`config.mk`:
```
export PLATFORM = sky130hd
export DESIGN_NAME = readers_writers_lock_arbiter_core
export DESIGN_NICKNAME = d
export VERILOG_FILES = /design/src/rtl/core/rwl_pkg.sv /design/src/rtl/core/readers_writers_lock_arbiter_core.sv /design/src/rtl/core/rwl_wait_mem.sv /design/src/rtl/core/rwl_lock_unit.sv
export SDC_FILE = /design/constraint.sdc
export NUM_CORES = 1
export LEC_CHECK = 0
export ABC_AREA = 1
export BUFFER_PORTS_ARGS = -buffer_cell sky130_fd_sc_hd__buf_2
export CORE_MARGIN = 3
export CORE_UTILIZATION = 45
export DETAILED_ROUTE_END_ITERATION = 8
export PLACE_DENSITY = 0.66
export SYNTH_ARGS = -nofsm -noshare
export SYNTH_HDL_FRONTEND = slang
export SYNTH_SLANG_ARGS = --single-unit
```
`constraint.sdc`:
```
create_clock -name clk -period 3.2 [get_ports clk]
set_input_delay 0.64 -clock clk [delete_from_list [all_inputs] [get_ports clk]]
set_output_delay 0.64 -clock clk [all_outputs]
set_load 0.05 [all_outputs]
```
`src/rtl/core/rwl_pkg.sv`:
```
// Shared types and constants for the readers/writers lock arbiter.
`default_nettype none
package rwl_pkg;

    localparam int unsigned ID_W        = 5;
    localparam int unsigned READERS_W   = 6;
    localparam logic [READERS_W-1:0] READERS_MAX = 6'd63;

    localparam logic ACT_LOCK    = 1'b0;
    localparam logic ACT_UNLOCK  = 1'b1;
    localparam logic KIND_READER = 1'b0;
    localparam logic KIND_WRITER = 1'b1;

    typedef enum logic [1:0] {
        REPLY_GRANT     = 2'd0,
        REPLY_ACK       = 2'd1,
        REPLY_FULL      = 2'd2,
        REPLY_NO_HOLDER = 2'd3
    } rwl_reply_t;

    typedef enum logic [1:0] {
        ST_IDLE,
        ST_EXEC,
        ST_READ,
        ST_CHECK
    } rwl_state_t;

    typedef struct packed {
        logic            action;
        logic            requester_kind;
        logic [ID_W-1:0] requester_id;
    } rwl_request_t;

    typedef struct packed {
        logic            target_kind;
        logic [ID_W-1:0] target_id;
        rwl_reply_t      reply_kind;
        logic            last;
    } rwl_result_t;

    typedef struct packed {
        logic            kind;
        logic [ID_W-1:0] id;
    } rwl_entry_t;

    typedef struct packed {
        logic take;
        logic release_hold;
        logic kind;
    } rwl_lock_op_t;

    typedef struct packed {
        logic compatible;
        logic held;
    } rwl_lock_status_t;

endpackage
`default_nettype wire

```
`src/rtl/core/readers_writers_lock_arbiter_core.sv`:
```
// Top level of the FIFO-fair readers/writers lock arbiter.
// A request runs through the exec, head read and check states; each waiter
// drained from the queue adds another head read and check.
// Busy stays high until the drain ends; the last reply is strobed in the
// first cycle busy is low again.
// Reset clears the counts, pointers and sequencer; queue memory is not cleared.
`default_nettype none
module readers_writers_lock_arbiter_core
    import rwl_pkg::*;
#(
    parameter int unsigned QUEUE_DEPTH  = 32,
    parameter int unsigned CLIENT_COUNT = 32
)
(
    input  wire logic         clk,
    input  wire logic         rst_n,
    input  wire logic         start,
    input  wire rwl_request_t request,
    output logic              busy,
    output logic              result_valid,
    output rwl_result_t       result
);

    localparam int unsigned AW    = $clog2(QUEUE_DEPTH);
    localparam int unsigned FW    = $clog2(QUEUE_DEPTH + 1);
    localparam int unsigned CMP_W = 9;

    // ------------------------------------------------------------------
    // Sequencer state and datapath registers
    // ------------------------------------------------------------------
    rwl_state_t       state_reg;
    rwl_state_t       state_next;
    rwl_request_t     req_reg;
    logic [AW-1:0]    head_reg;
    logic [AW-1:0]    head_next;
    logic [AW-1:0]    tail_reg;
    logic [AW-1:0]    tail_next;
    logic [FW-1:0]    fill_reg;
    logic [FW-1:0]    fill_next;
    // pending reply: held back one step so its last flag is known when sent
    logic             pend_valid_reg;
    logic             pend_valid_next;
    rwl_result_t      pend_reg;
    rwl_result_t      pend_next;
    logic             out_valid_reg;
    logic             out_valid_next;
    rwl_result_t      out_reg;
    rwl_result_t      out_next;

    // control from the sequencer's output decode
    logic             accept;
    logic             id_ok;
    logic             exec_act;
    logic             check_act;
    logic             drain_go;
    logic             query_kind;

    rwl_entry_t       head_entry;
    logic             q_wr_en;
    rwl_entry_t       q_wr_data;
    rwl_lock_op_t     lock_op;
    rwl_lock_status_t lock_status;

    // ids beyond the client count are dropped without any reply
    assign id_ok  = ({{(CMP_W-ID_W){1'b0}}, request.requester_id} < CMP_W'(CLIENT_COUNT));
    assign accept = start && (state_reg == ST_IDLE);

    // ------------------------------------------------------------------
    // Next state
    // ------------------------------------------------------------------
    always_comb
    begin
        state_next = state_reg;
        case (state_reg)
            ST_IDLE:
            begin
                if (accept && id_ok)
                    state_next = ST_EXEC;
            end
            ST_EXEC:  state_next = ST_READ;
            ST_READ:  state_next = ST_CHECK;
            ST_CHECK:
            begin
                if (drain_go)
                    state_next = ST_READ;
                else
                    state_next = ST_IDLE;
            end
            default:  state_next = ST_IDLE;
        endcase
    end

    // ------------------------------------------------------------------
    // Sequencer outputs
    // ------------------------------------------------------------------
    always_comb
    begin
        exec_act   = 1'b0;
        check_act  = 1'b0;
        busy       = 1'b1;
        query_kind = head_entry.kind;
        case (state_reg)
            ST_IDLE:  busy = 1'b0;
            ST_EXEC:
            begin
                exec_act   = 1'b1;
                query_kind = req_reg.requester_kind;
            end
            ST_READ:  check_act = 1'b0;
            ST_CHECK: check_act = 1'b1;
            default:  busy = 1'b0;
        endcase
    end

    // drain the head while it is compatible with the current holders
    assign drain_go = check_act && (fill_reg != '0) && lock_status.compatible;

    // ------------------------------------------------------------------
    // Request execution and drain datapath
    // ------------------------------------------------------------------
    always_comb
    begin
        head_next       = head_reg;
        tail_next       = tail_reg;
        fill_next       = fill_reg;
        pend_valid_next = pend_valid_reg;
        pend_next       = pend_reg;
        out_valid_next  = 1'b0;
        out_next        = out_reg;
        q_wr_en         = 1'b0;
        q_wr_data.kind  = req_reg.requester_kind;
        q_wr_data.id    = req_reg.requester_id;
        lock_op.take         = 1'b0;
        lock_op.release_hold = 1'b0;
        lock_op.kind         = query_kind;

        if (exec_act)
        begin
            pend_next.target_kind = req_reg.requester_kind;
            pend_next.target_id   = req_reg.requester_id;
            pend_next.last        = 1'b0;
            pend_next.reply_kind  = REPLY_GRANT;
            if (req_reg.action == ACT_LOCK)
            begin
                if ((fill_reg == '0) && lock_status.compatible)
                begin
                    // grant at once
                    lock_op.take    = 1'b1;
                    pend_valid_next = 1'b1;
                end
                else if (fill_reg < FW'(QUEUE_DEPTH))
                begin
                    // enqueue; no reply until drained
                    q_wr_en = 1'b1;
                    tail_next = (tail_reg == AW'(QUEUE_DEPTH - 1)) ? '0 : tail_reg + 1'b1;
                    fill_next = fill_reg + 1'b1;
                end
                else
                begin
                    pend_next.reply_kind = REPLY_FULL;
                    pend_valid_next      = 1'b1;
                end
            end
            else
            begin
                pend_valid_next = 1'b1;
                if (lock_status.held)
                begin
                    lock_op.release_hold = 1'b1;
                    pend_next.reply_kind = REPLY_ACK;
                end
                else
                begin
                    pend_next.reply_kind = REPLY_NO_HOLDER;
                end
            end
        end
        else if (drain_go)
        begin
            // hand out the head, flush the previous reply as not-last
            lock_op.take          = 1'b1;
            head_next = (head_reg == AW'(QUEUE_DEPTH - 1)) ? '0 : head_reg + 1'b1;
            fill_next             = fill_reg - 1'b1;
            out_valid_next        = pend_valid_reg;
            out_next              = pend_reg;
            out_next.last         = 1'b0;
            pend_valid_next       = 1'b1;
            pend_next.target_kind = head_entry.kind;
            pend_next.target_id   = head_entry.id;
            pend_next.reply_kind  = REPLY_GRANT;
            pend_next.last        = 1'b0;
        end
        else if (check_act)
        begin
            // drain done: the held reply is the final one
            out_valid_next  = pend_valid_reg;
            out_next        = pend_reg;
            out_next.last   = 1'b1;
            pend_valid_next = 1'b0;
        end
    end

    // ------------------------------------------------------------------
    // Registers
    // ------------------------------------------------------------------
    always_ff @(posedge clk or negedge rst_n)
    begin
        if (!rst_n)
        begin
            state_reg      <= ST_IDLE;
            head_reg       <= '0;
            tail_reg       <= '0;
            fill_reg       <= '0;
            pend_valid_reg <= 1'b0;
            out_valid_reg  <= 1'b0;
        end
        else
        begin
            state_reg      <= state_next;
            head_reg       <= head_next;
            tail_reg       <= tail_next;
            fill_reg       <= fill_next;
            pend_valid_reg <= pend_valid_next;
            out_valid_reg  <= out_valid_next;
        end
    end

    always_ff @(posedge clk)
    begin
        if (accept)
            req_reg <= request;
        pend_reg <= pend_next;
        out_reg  <= out_next;
    end

    assign result_valid = out_valid_reg;
    assign result       = out_reg;

    // ------------------------------------------------------------------
    // Submodules
    // ------------------------------------------------------------------
    rwl_wait_mem #(
        .DEPTH (QUEUE_DEPTH),
        .AW    (AW)
    ) u_wait_mem (
        .clk     (clk),
        .wr_en   (q_wr_en),
        .wr_addr (tail_reg),
        .wr_data (q_wr_data),
        .rd_addr (head_reg),
        .rd_data (head_entry)
    );

    rwl_lock_unit u_lock_unit (
        .clk        (clk),
        .rst_n      (rst_n),
        .op         (lock_op),
        .query_kind (query_kind),
        .status     (lock_status)
    );

`ifndef SYNTH
    a_fill_bound: assert property (@(posedge clk) disable iff (!rst_n)
        fill_reg <= FW'(QUEUE_DEPTH))
        else $error("queue fill beyond depth");

    a_empty_ptrs: assert property (@(posedge clk) disable iff (!rst_n)
        (fill_reg == '0) |-> (head_reg == tail_reg))
        else $error("empty queue with split pointers");

    a_result_after_busy: assert property (@(posedge clk) disable iff (!rst_n)
        result_valid |-> $past(busy))
        else $error("reply strobed outside a request");

    a_idle_no_pending: assert property (@(posedge clk) disable iff (!rst_n)
        !busy |-> !pend_valid_reg)
        else $error("reply left pending while idle");
`endif

endmodule
`default_nettype wire

```
`src/rtl/core/rwl_wait_mem.sv`:
```
// Wait-queue storage: one write port, one registered read port.
`default_nettype none
module rwl_wait_mem
    import rwl_pkg::*;
#(
    parameter int unsigned DEPTH = 32,
    parameter int unsigned AW    = 5
)
(
    input  wire logic          clk,
    input  wire logic          wr_en,
    input  wire logic [AW-1:0] wr_addr,
    input  wire rwl_entry_t    wr_data,
    input  wire logic [AW-1:0] rd_addr,
    output rwl_entry_t         rd_data
);

    rwl_entry_t mem [DEPTH];
    rwl_entry_t rd_data_reg;

    always_ff @(posedge clk)
    begin
        if (wr_en)
        begin
            mem[wr_addr] <= wr_data;
        end
    end

    always_ff @(posedge clk)
    begin
        rd_data_reg <= mem[rd_addr];
    end

    assign rd_data = rd_data_reg;

endmodule
`default_nettype wire

```
`src/rtl/core/rwl_lock_unit.sv`:
```
// Lock state unit: reader count, writer flag, shared compatibility check.
`default_nettype none
module rwl_lock_unit
    import rwl_pkg::*;
(
    input  wire logic         clk,
    input  wire logic         rst_n,
    input  wire rwl_lock_op_t op,
    input  wire logic         query_kind,
    output rwl_lock_status_t  status
);

    logic [READERS_W-1:0] readers_reg;
    logic [READERS_W-1:0] readers_next;
    logic                 writer_reg;
    logic                 writer_next;

    // one compare unit serves both the incoming request and the queue head
    always_comb
    begin
        if (query_kind == KIND_WRITER)
        begin
            status.compatible = !writer_reg && (readers_reg == '0);
            status.held       = writer_reg;
        end
        else
        begin
            status.compatible = !writer_reg && (readers_reg < READERS_MAX);
            status.held       = (readers_reg != '0);
        end
    end

    always_comb
    begin
        readers_next = readers_reg;
        writer_next  = writer_reg;
        if (op.take)
        begin
            if (op.kind == KIND_WRITER)
                writer_next = 1'b1;
            else
                readers_next = readers_reg + 1'b1;
        end
        else if (op.release_hold)
        begin
            if (op.kind == KIND_WRITER)
                writer_next = 1'b0;
            else
                readers_next = readers_reg - 1'b1;
        end
    end

    always_ff @(posedge clk or negedge rst_n)
    begin
        if (!rst_n)
        begin
            readers_reg <= '0;
            writer_reg  <= 1'b0;
        end
        else
        begin
            readers_reg <= readers_next;
            writer_reg  <= writer_next;
        end
    end

`ifndef SYNTH
    a_exclusive: assert property (@(posedge clk) disable iff (!rst_n)
        !(writer_reg && (readers_reg != '0)))
        else $error("writer held alongside readers");

    a_take_compatible: assert property (@(posedge clk) disable iff (!rst_n)
        (op.take && (op.kind == query_kind)) |-> status.compatible)
        else $error("take issued on an incompatible lock");

    a_release_held: assert property (@(posedge clk) disable iff (!rst_n)
        (op.release_hold && (op.kind == query_kind)) |-> status.held)
        else $error("release issued with no holder");
`endif

endmodule
`default_nettype wire
```
==> results of run 1 <==
[metal layers]
layer / vias to the layer above / global-route usage (%) / part of all wire, %
met2: 236 / 30.1 / 47
met3: 41 / 2.73 / 6.6
li1: 3132 / - / -
met5: - / 0 / 0
met4: 0 / 4.79 / 2.4
met1: 3211 / 26.9 / 44
[kinds of logic after synthesis]
| family | Yosys count |
|---|---|
| xor gates and xnor gates | 7 |
| and+or+nand+nor | 314 |
| adders and majority gates | 15 |
| DFF | 249 |
| AOI/OAI and AO/OA | 189 |
| buffers and inverters | 88 |
[Yosys cell counts (2+ instances only)]
cell type | instances | share of area (%)
a21oi_1 | 11 | 0.53
buf_2 | 4 | 0.19
buf_6 | 2 | 0.22
clkbuf_1 | 34 | 1.2
dfrtp_1 | 27 | 6.5
dfxtp_1 | 6 | 1.2
edfxtp_1 | 216 | 62
ha_1 | 14 | 1.7
inv_1 | 42 | 1.5
inv_2 | 5 | 0.18
nand2_1 | 96 | 3.5
nand2_2 | 4 | 0.24
nand2_4 | 5 | 0.54
nand3_1 | 39 | 1.9
nand3_2 | 5 | 0.48
nand4_1 | 7 | 0.42
nor2_1 | 148 | 5.4
nor2_4 | 3 | 0.33
o211ai_1 | 4 | 0.29
o21ai_0 | 112 | 5.4
o21ai_1 | 4 | 0.19
o21ai_2 | 4 | 0.34
o221ai_1 | 18 | 1.5
o22ai_1 | 31 | 1.9
xor2_1 | 5 | 0.42
[worst max-delay path: cells and delay by family (launching register included)]
kind                   cells  cell delay, ns
buffers and inverters      2            0.22
DFF                        1            0.40
and+or+nand+nor            9            1.57
[metrics by stage]
stage,utilization (%),instances,instance area (sq um)
2_1_floorplan,-,862,10400
3_3_place_gp,48.6,1136,10800
3_5_place_dp,48.6,1136,10800
4_1_cts,52.1,1180,11600
5_1_grt,52.1,1180,11600
6_report,52.1,1180,11600
[final timing paths]
kind | startpoint | to | slack [ns] | depth (start not counted)
worst min-delay path | rst_n | head_reg[2]$_DFFE_PN0P_ | 0.17 | 1
worst min register to register | pend_reg[3]$_DFFE_PP_ | result[3]$_DFFE_PP_ | 0.42 | 0
worst max-delay path | state_reg[1]$_DFFE_PN0P_ | u_wait_mem.mem[6][2]$_DFFE_PP_ | 0.64 | 11
max in group asynchronous | rst_n | head_reg[0]$_DFFE_PN0P_ | 2.56 | 1
worst max register to register | state_reg[1]$_DFFE_PN0P_ | u_wait_mem.mem[6][2]$_DFFE_PP_ | 0.64 | 11
min in group clk | request[0] | q_wr_data[0]$_DFFE_PP_ | 0.29 | 1
[layout make-up]
| type | instances | area share (%) |
|---|---|---|
| clock buffers | 31 | 5.59 |
| clock inverters | 13 | 1.27 |
| inverters | 48 | 1.58 |
| multi-input cells | 525 | 23.7 |
| flip-flops and latches | 249 | 62.8 |
| well taps | 280 | 3.02 |
| repair buffers | 34 | 1.99 |
[report_power, final]
part | switching [mW] | internal, mW | total [mW]
combinational | 2.40 | 1.01 | 3.41
sequential | 0.228 | 3.99 | 4.22
clock | 1.17 | 1.68 | 2.85
total | 3.79 | 6.67 | 10.5
[cell usage in the layout (no fill, tap or decap), drive strengths merged, types with 2 or more instances in the layout]
cell type,instances
xnor2,2
or2,2
clkbuf,31
a21oi,12
o221ai,18
inv,49
xor2,5
o211ai,4
o21ai,120
o22ai,31
bufinv,3
buf,34
edfxtp,216
nand2,105
clkinv,8
dfrtp,27
nor2,151
ha,14
nand4,8
nand3,44
dfxtp,6
==> impl_metrics.csv, run 1 <==
group,metric,value,unit
grt,grt_start_max_net_pins,99,
synth,syn_avg_cell_area,12.0,sq um
sta,rsz0062_at_grt,"false",
synth,synth_compound_area_share,10.5,%
cts,htreeDepth,1,
placed_design,gp_congestion,0.869,
critical_path,critPathMostFrequentCell,"nand2_1",
final_layout,fin_nets,908,
critical_path,cp_slowest_stage_delay,0.59,ns
synth,netlist_instances,862,
critical_path,cp.arrival,2.71,ns
routing,vias_per_cell,5.61,
critical_path,cp_data_required_time,3.35,ns
placed_design,pre_cts_slack,0.622,ns
cts,numCtsBuffers,25,
routing,firstDrtPassIters,5,
cts,clk_pin_slew,0.06,ns
min_path,worstHoldPathType,"input pin to async pin",
sta,finalHoldViolCount,0,
final_layout,regArea,7280,sq um
floorplan,rows,54,
critical_path,path_max_fanout,8,
floorplan,die_y,158,um
final_layout,multi_input_area,2750,sq um
synth,synthesis.area,10400,sq um
grt,antenna_found_initial,0,
synth,synth_xor_area_share,0.663,%
routing,drc,0,
floorplan,fp.dieW,158,um
routing,routed_wl,23100,um
critical_path,worstSetupEndpointType,"flop",
sta,worst_pin_slew,0.847,ns
pwr,power.total,10.5,mW
grt,grt_pass1_wl,36000,um
final_layout,diodes,0,
synth,synth_cell_types,41,
synth,synth-async-reset-ratio,10.8,%
pwr,ir_drop,523,uV
synth,synth_top_family_by_area,"simple AND/OR/NAND/NOR gates",
routing,final_antenna_net_count,0,
floorplan,coreArea,22200,sq um
synth,synth_edf_count,216,
placed_design,place_hpwl,13900,um
pwr,p_leak,4.11,nW
pwr,power.density,903,nW/um^2
sta,holdWs,0.165,ns
sta,fin_ws,0.638,ns
synth,synth_mux_area_share,0,%
cts,post_cts_buffers,0,
run,cap_violations,0,
grt,grt_pass1_vias,6381,
placed_design,port_buffers,20,
grt,overflow,0,
synth,synth-simple-area-share,13.4,%
sta,fin_crit,2.56,ns
final_layout,layout-drive-gt1-share,11.4,%
routing,route.detailed.wl_per_inst,19.6,um
cts,clk_latency,0.53,ns
sta,fin_crit_sh,80.1,%
cts,clock_sinks,249,
critical_path,cp_cell_sequence,"inv_2 > nand2_1 > nand2_1 > nand2_4 > nor2_4 > nor2_4 > nand3_1 > nand3_1 > inv_1 > nand2_1 > nor2_1",
final_layout,area_growth,11.6,%
synth,synth_nets,887,
run_status,status,"finished, final reports clean",
critical_path,cp_slowest_cell,"nor2_1",
cts,cts_root_buffer,"clkbuf_16",
final_layout,largest_reg_flops,192,
sta,setup-tns-final,0,ns
critical_path,worst_setup_path_start_kind,"flop",
synth,synth_adder_area_share,1.88,%
floorplan,initial_core_util,46.7,%
cts,cts_tree,"done",
routing,drt_iter0_drc,593,
sta,max_freq,390,MHz
final_layout,nFillCells,1905,
critical_path,crit_type,"flop to flop",
grt,gr-usage-all-layers,18.6,%
sta,max_slew_margin,43.5,%
sta,clock_skew,0.0163,ns
floorplan,die_area,24900,sq um
cts,cts_hold_buf,0,
synth,ys_warn_count,0,
synth,ys_seq_area_share,70.1,%
synth,synthFlopType,"edfxtp_1",
cts,cts.repair.resized,0,
cts,ctsLongestPathBuffers,3,
synth,ys_ff_latch,249,
sta,maxSlewViolCount,0,
floorplan,io_pins,21,
sta,setup_viol,0,
routing,vias,6620,
No activity file was read; power rests on OpenSTA's default activity.
==> inputs of run 2 (changes only) <==
- PLACE_DENSITY: 0.66 -> 0.69
- clock period: 3.2 -> 2.2 ns (I/O delays scaled with it)
==> run 2 against run 1 <==
  * Fmax grew 26%
  * Core utilization grew 2.4 points
  * Die area is the same
  * Routed wire length grew 6.7%
==> impl_metrics.csv, run 2 (same netlist as run 1, synthesis figures left out) <==
group,metric,value,unit
run_status,status,"finished, final reports clean",
floorplan,initial_core_util,46.7,%
sta,worst_pin_slew,0.822,ns
sta,finalHoldViolCount,0,
sta,max_freq,492,MHz
cts,clk_pin_slew,0.06,ns
grt,overflow,0,
sta,setup_viol,0,
pwr,power.density,1290,nW/um^2
critical_path,cp.arrival,2.46,ns
cts,cts_tree,"done",
sta,fin_crit,2.03,ns
final_layout,diodes,0,
floorplan,fp.dieW,158,um
min_path,hold_path_end,"q_wr_data[0]$_DFFE_PP_",
placed_design,dp.cells,1194,
final_layout,layout-drive-gt1-share,18.2,%
critical_path,cp_slowest_stage_delay,0.41,ns
grt,grt_pass1_wl,38800,um
cts,ctsLongestPathBuffers,3,
critical_path,r2r_slack,0.17,ns
final_layout,largest_reg_flops,192,
sta,fin_crit_sh,92.5,%
placed_design,place_hpwl,15900,um
final_layout,mostFrequentLayoutCells,"edfxtp_1, nor2_1, o21ai_0",
routing,vias_per_cell,5.65,
cts,clock_sinks,249,
floorplan,rows,54,
cts,numCtsBuffers,25,
min_path,min_from,"request[0]",
critical_path,reg2reg_from,"state_reg[1]$_DFFE_PN0P_",
pwr,ir_drop,828,uV
routing,drc,0,
routing,final_antenna_net_count,0,
routing,firstDrtPassIters,5,
routing,vias,7019,
critical_path,reg2reg_depth,16,
routing,drt_iter0_drc,1010,
min_path,worstHoldPathType,"input pin to flop",
grt,gr-usage-all-layers,20.1,%
floorplan,io_pins,21,
critical_path,worstSetupEndpointType,"flop",
floorplan,die_y,158,um
critical_path,cp_cell_sequence,"inv_2 > nand2_1 > nand2_1 > nand2_4 > nor2_4 > nor2_4 > buf_4 > nand3b_4 > buf_4 > nand3_1 > nand2_4 > nand3_2 > nand2_1 > nand2_1 > nand3_1 > nand2_1",
critical_path,r2r_end,"u_lock_unit.readers_reg[3]$_DFFE_PN0P_",
pwr,power.total,15.6,mW
critical_path,path_max_fanout,11,
critical_path,cp_data_required_time,2.63,ns
min_path,hold_depth,1,
placed_design,port_buffers,20,
critical_path,crit_type,"flop to flop",
cts,clk_latency,0.55,ns
grt,grt_pass1_vias,7058,
sta,clock_skew,0.0180,ns
routing,routed_wl,24600,um
final_layout,area_growth,16.7,%
cts,htreeDepth,1,
routing,route.detailed.wl_per_inst,19.8,um
final_layout,final_common_cell,"edfxtp_1",
cts,cts_root_buffer,"clkbuf_16",
critical_path,critPathMostFrequentCell,"nand2_1",
placed_design,gp_congestion,0.879,
sta,fin_ws,0.166,ns
pwr,p_leak,4.43,nW
floorplan,coreArea,22200,sq um
placed_design,pre_cts_slack,0.0486,ns
grt,grt_start_max_net_pins,61,
sta,maxSlewViolCount,0,
final_layout,fin_cells,1242,
critical_path,worst_setup_path_start_kind,"flop",
final_layout,fin_nets,968,
critical_path,cp_slowest_cell,"dfrtp_1",
sta,rsz0062_at_grt,"true",
grt,antenna_found_initial,0,
floorplan,die_area,24900,sq um
run,cap_violations,0,
sta,max_slew_margin,45.0,%
==> run 2: final cells by class <==
class                      count  area [sq um]
clock buffer                  28           637
clock inverter                18           134
fill                        1825         10100
inverter                      48           183
multi-input combinational    525          2790
sequential                   249          7280
tap                          280           350
timing repair buffer          94           733
==> run 2: what timing repair did <==
item / in CTS / in global routing
hold buffers: 1 / 0
resized for setup: 0 / 7
endpoints found under the hold margin: 27 / 0
buffers inserted: 0 / 1
endpoints found under the setup margin: 0 / 194
==> run 2: through the flow <==
| stage | area [sq um] | hold slack (ns) | util [%] | TNS, ns |
|---|---|---|---|---|
| after global placement | 11300 | 0.403 | 50.8 | 0 |
| after floorplan | 10400 | 0.144 | - | -0.798 |
| after CTS | 12100 | 0.0499 | 54.3 | 0 |
| after detailed placement | 11300 | 0.409 | 50.8 | 0 |
| final | 12100 | 0.0706 | 54.5 | 0 |
| after global routing | 12100 | 0.0600 | 54.5 | -0.00766 |
==> run 2: critical path, delay by kind of cell, from the launching register on <==
kind	cells	cell delay, ns
buf+inv	3	0.43
flops	1	0.41
simple gates	13	1.08
==> run 2: worst max path at each step <==
stage | cells after the start | from | end | slack (ns)
final | 16 | state_reg[1]$_DFFE_PN0P_ | u_lock_unit.readers_reg[3]$_DFFE_PN0P_ | 0.17
after global routing | 16 | fill_reg[3]$_DFFE_PN0P_ | u_lock_unit.readers_reg[4]$_DFFE_PN0P_ | -0.008
after CTS | 13 | state_reg[1]$_DFFE_PN0P_ | u_wait_mem.mem[6][1]$_DFFE_PP_ | 0.04
after detailed placement | 13 | state_reg[1]$_DFFE_PN0P_ | u_wait_mem.mem[6][3]$_DFFE_PP_ | 0.05
after global placement | 12 | u_lock_unit.readers_reg[1]$_DFFE_PN0P_ | u_wait_mem.mem[6][1]$_DFFE_PP_ | 0.11
after floorplan | 8 | q_wr_data[5]$_DFFE_PP_ | u_wait_mem.mem[3][0]$_DFFE_PP_ | -0.004
==> run 2: per-layer routing <==
metal | up-vias | GRT usage [%] | part of all wire, %
met5 | - | 0 | 0
met4 | 0 | 7.56 | 3.9
met3 | 65 | 3.06 | 7.4
met2 | 324 | 32.8 | 47
met1 | 3380 | 27.5 | 41
li1 | 3250 | - | -
==> run 2: power breakdown <==
group	switching, mW	total (mW)	leakage (nW)	internal (mW)
sequential	0.338	6.14	2.34	5.80
clock	1.80	4.03	0.387	2.22
combinational	3.67	5.46	1.71	1.79
total	5.81	15.6	4.43	9.82
